[config.mk]
export PLATFORM = sky130hd
export DESIGN_NAME = lus_eval
export DESIGN_NICKNAME = d
export VERILOG_FILES = /design/src/lus_pkg.sv /design/src/lus_eval.sv
export SDC_FILE = /design/constraint.sdc
export NUM_CORES = 1
export LEC_CHECK = 0
export BUFFER_PORTS_ARGS = -buffer_cell sky130_fd_sc_hd__clkbuf_2
export CAP_MARGIN = 20
export CORE_MARGIN = 2
export CORE_UTILIZATION = 40
export DETAILED_ROUTE_END_ITERATION = 8
export PLACE_DENSITY_LB_ADDON = 0.15
export SLEW_MARGIN = 20
export SYNTH_ARGS = -nofsm -noshare
export SYNTH_HDL_FRONTEND = slang
export SYNTH_SLANG_ARGS = --single-unit
[constraint.sdc]
create_clock -name vclk -period 11.96
set_input_delay 1.196 -clock vclk [all_inputs]
set_output_delay 1.196 -clock vclk [all_outputs]
set_load 0.005 [all_outputs]
[src/lus_pkg.sv]
// ----------------------------------------------------------------------------
// lus_pkg
// Shared types and constants for the largest unused subrange finder.
// ----------------------------------------------------------------------------
`default_nettype none

package lus_pkg;

  localparam int unsigned MAX_RANGES = 256;
  localparam int unsigned IDX_W      = $clog2(MAX_RANGES);
  localparam int unsigned CNT_W      = $clog2(MAX_RANGES + 1);
  localparam int unsigned CODE_W     = 16;
  localparam int unsigned VAL_W      = 17;

  // whole 16-bit code space
  localparam logic [VAL_W-1:0] RANGE_LENGTH_RESET = VAL_W'(1 << CODE_W);

  localparam logic CFG_RANGE_START  = 1'b0;
  localparam logic CFG_RANGE_LENGTH = 1'b1;

  typedef struct packed {
    logic [VAL_W-1:0] base;
    logic [VAL_W-1:0] len;
  } entry_t;

  localparam int unsigned ENTRY_W = $bits(entry_t);

  // outcome of checking one table entry against the current code
  typedef struct packed {
    logic   hit;      // entry contains the code
    logic   split;    // code is strictly inside, upper part needs a new entry
    logic   greater;  // entry length beats the best length so far
    entry_t upd;      // entry after taking the code out
    entry_t upper;    // upper part of a split
  } eval_t;

endpackage

`default_nettype wire

[src/lus_eval.sv]
// ----------------------------------------------------------------------------
// lus_eval
// Shared compare unit: containment test, split of one entry around a code,
// and length compare against the best entry so far.
// ----------------------------------------------------------------------------
`default_nettype none

module lus_eval (
  input  wire logic [lus_pkg::CODE_W-1:0] code,
  input  wire lus_pkg::entry_t            ent,
  input  wire logic [lus_pkg::VAL_W-1:0]  best_len,
  output      lus_pkg::eval_t             res
);

  logic [lus_pkg::VAL_W-1:0] c;
  logic [lus_pkg::VAL_W-1:0] offs;
  logic [lus_pkg::VAL_W-1:0] len_m1;
  logic [lus_pkg::VAL_W:0]   end_sum;
  logic                      at_begin;
  logic                      at_end;

  always_comb begin
    c        = {1'b0, code};
    offs     = c - ent.base;
    len_m1   = ent.len - lus_pkg::VAL_W'(1);
    // base + len - code - 1, kept to the value width
    end_sum  = {1'b0, ent.base} + {1'b0, ent.len} - {1'b0, c} - (lus_pkg::VAL_W + 1)'(1);
    at_begin = (c == ent.base);
    at_end   = (offs == len_m1);

    res.hit     = (c >= ent.base) && (offs < ent.len);
    res.split   = !at_begin && !at_end;
    res.greater = (ent.len > best_len);

    res.upd.base = ent.base;
    res.upd.len  = offs;
    if (at_begin) begin
      res.upd.base = ent.base + lus_pkg::VAL_W'(1);
      res.upd.len  = len_m1;
    end else if (at_end) begin
      res.upd.len  = len_m1;
    end

    res.upper.base = c + lus_pkg::VAL_W'(1);
    res.upper.len  = end_sum[lus_pkg::VAL_W-1:0];
  end

endmodule

`default_nettype wire

# --- Word level (Yosys, flattened, before mapping) ---
# Index checks and enable logic that the tools add are counted.
# Widths: inputs -> output; s select.
totals:
  regBits: 0
  word_cells: 19
op_classes:
  add_sub_neg: 7
  order_cmp: 3
  n_eq_ne: 2
  n_mux: 3
  reduce_logical: 4
ops:
  columns: ["cell", "n"]
  rows:
  - ["$mux 17", 3]
  - ["$sub 17x1->17 const B", 2]
  - ["$add 16x1->17 const B", 1]
  - ["$add 17x1->17 const B", 1]
  - ["$add 17x17->17", 1]
  - ["$eq 16x17->1", 1]
  - ["$eq 17x17->1", 1]
  - ["$ge 16x17->1", 1]
  - ["$gt 17x17->1", 1]
  - ["$lt 17x17->1", 1]
  - ["$sub 16x17->17", 1]
  - ["$sub 17x16->17", 1]
  - ["$logic_and 1x1->1", 2]
  - ["$logic_not 1->1", 2]

# --- Longest topological paths before layout ---
depth:
  ltp_word: 4
  depth_mapped: 16
  mapped_depth_nobuf: 16

# --- Worst setup path after synthesis ---
# No wires, ideal clock.
synth_path:
  kind: "input to output"
  from: "in ent[21] in the netlist's numbering"
  to: "out res[70] in the netlist's numbering"
  arrival_ps: 4461
  setup_slack_ps: 6303
  cell_stages: 15
  path_buffers: 1
  path_cell_list: "inv_1 ha_1 buf_2 a21o_1 a21oi_1 nand3_1 o21ai_2 o2bb2ai_1 or2_2 ha_1 a21o_1 a21o_1 a221o_1 or4_1 a21oi_1"
synth_lines:
  columns: ["item", "line_no", "rtl"]
  rows:
  - ["from (decl)", "lus_eval.sv:10", "input wire lus_pkg::entry_t ent,"]
  - ["to (decl)", "lus_eval.sv:12", "output lus_pkg::eval_t res"]

==> flow_summary.toml <==
[placed_design]
gp_congestion = 0.918
dp_hpwl_mm = 12.9
placedCellCount = 954
placed_area_sq_mm = 0.00562
port_buffers = 138

[cells_and_area]
syn2layout_area_growth_pct = 16.0
final_area_sq_mm = 0.00562
layout-drive-gt1-share = 0.192
mostFrequentLayoutCells = "138 x clkbuf_2, 99 x inv_1, 68 x ha_1"
fill_cells = 1251
seq_cell_count = 0
num_antenna_cells = 0
multi_input_area_sq_mm = 0.00437
final_common_cell = "clkbuf_2"
num-nets-final = 962
regArea_sq_um = 0
final_cell_count_no_fill = 954
clkbuf_count = 0

[route]
ant_nets = 0
drtIter0Drc = 303
drt_first_pass_iters = 6
routed-via-count = 5278
wirelength_mm = 14.8
drc = 0
vias_per_cell = 5.53
post_drt_wl_per_cell_um = 15.5

[synthesis]
syn-num-nets = 845
ys_seq_area_frac = 0
yosysTopAreaCell = "ha_1"
synth_area_leaders = "ha_1 18%, xnor2_1 12%, inv_1 7.7%"
synth_warnings = 0
synth_cells = 692
synth_area_sq_mm = 0.00484
avgSynthCellArea_sq_um = 7.00
synth_cell_type_count = 66
synth_top_area_frac = 0.176

[clocking]
cts_setup_buffers = 0
holdBufCountCts = 0
cts_resized = 0

[sta]
timing.final.hold_violations = 0
relSlewSlack = 0.375
setup_violations = 0
tns_ns = 0
fmax_mhz = 154
maxSlewViolCount = 0
rsz0062_at_grt = "no"
tightest_slew_ns = 0.935
period_minus_slack_ns = 6.51
fin_crit_sh = 0.544

[status]
status = "finished, final reports clean"

[worst_setup_path]
critPathMaxFanout = 24
critPathCaptureType = "output pin"
worstSetupPathType = "input port to output pin"
cp.arrival_ns = 5.31
crit_path_start_kind = "input port"
cp.required_ns = 10.76

[floorplanning]
fp.dieW_um = 114
coreArea_sq_mm = 0.0119
die_h_um = 114
initial_core_util = 0.407
io_pins = 138
die_area_sq_mm = 0.0130
core.rowCount = 40

[hold_path]
hold_path.class = "input port to output pin"

[pwr]
peakVddDrop_mv = 0.0256
p_leak_nw = 2.82
p_per_area_mw_per_mm2 = 66.0

[grt]
antenna_found_initial = 0
grt_pass1_wl_mm = 23.6
grt_usage = 0.219
grt_max_degree = 25
grt_remaining_overflow = 0
first_global_vias = 4918

[flow_run]
cap_violations = 0
cells in the mapped netlist, types with 14 or more instances:
cell	n
o21ai_0	22
fa_1	18
clkbuf_1	16
ha_1	68
nand4_1	22
nand2_1	53
a21o_1	14
nor2_1	59
a21oi_1	30
inv_1	99
nor3_1	19
xnor2_1	65
nand3_1	26
cell type report:
class              count  area share
inverters             99      0.0661
multi-input cells    569       0.777
well taps            147      0.0327
repair buffers       139       0.124
critical path, stage by stage:
cell      delay [ns]
clkbuf_2        0.20
inv_1           0.08
ha_1            0.22
fa_1            0.41
nor2b_1         0.23
o21ba_2         0.20
o21ai_0         0.09
a211oi_1        0.49
xor2_1          0.16
o21bai_1        0.18
or4_1           0.87
o311a_1         0.46
or3_1           0.38
clkbuf_2        0.13
final timing paths:
| kind | startpoint | end | slack (ns) | cells past startpoint |
|---|---|---|---|---|
| setup / recovery | code[0] | res[40] | 5.45 | 14 |
| hold / removal | ent[23] | res[57] | 2.66 | 3 |
power by group:
part | internal (mW) | total [mW] | switching, mW
Sequential | 0 | 0 | 0
Combinational | 0.165 | 0.371 | 0.206
Clock | 0 | 0 | 0
logic make-up (layout without fill, tap and decap cells):
family / Yosys count / in the layout / share of synthesized area
simple gates: 253 / 253 / 0.271
fa+ha+maj: 86 / 86 / 0.250
xor+xnor: 82 / 82 / 0.162
compound gates: 145 / 145 / 0.212
buf+inv: 123 / 238 / 0.0984
mux: 3 / 3 / 0.00646
through the flow:
stage | setup slack [ns] | power [mW] | hold slack, ns | util
after floorplan | 6.30 | 0.250 | 2.43 | -
after global placement | 5.51 | 0.364 | 2.66 | 0.472
after detailed placement | 5.50 | 0.369 | 2.66 | 0.472
after CTS | 5.49 | 0.371 | 2.66 | 0.472
after global routing | 5.14 | 0.415 | 2.67 | 0.472
final | 5.45 | 0.371 | 2.66 | 0.472
routing by layer:
layer / global-route usage / share of wire
met4: 0.0228 / 0.013
met5: 0 / 0
met1: 0.304 / 0.47
met3: 0.0143 / 0.054
met2: 0.385 / 0.46
Power figures use the tool's default switching activity.
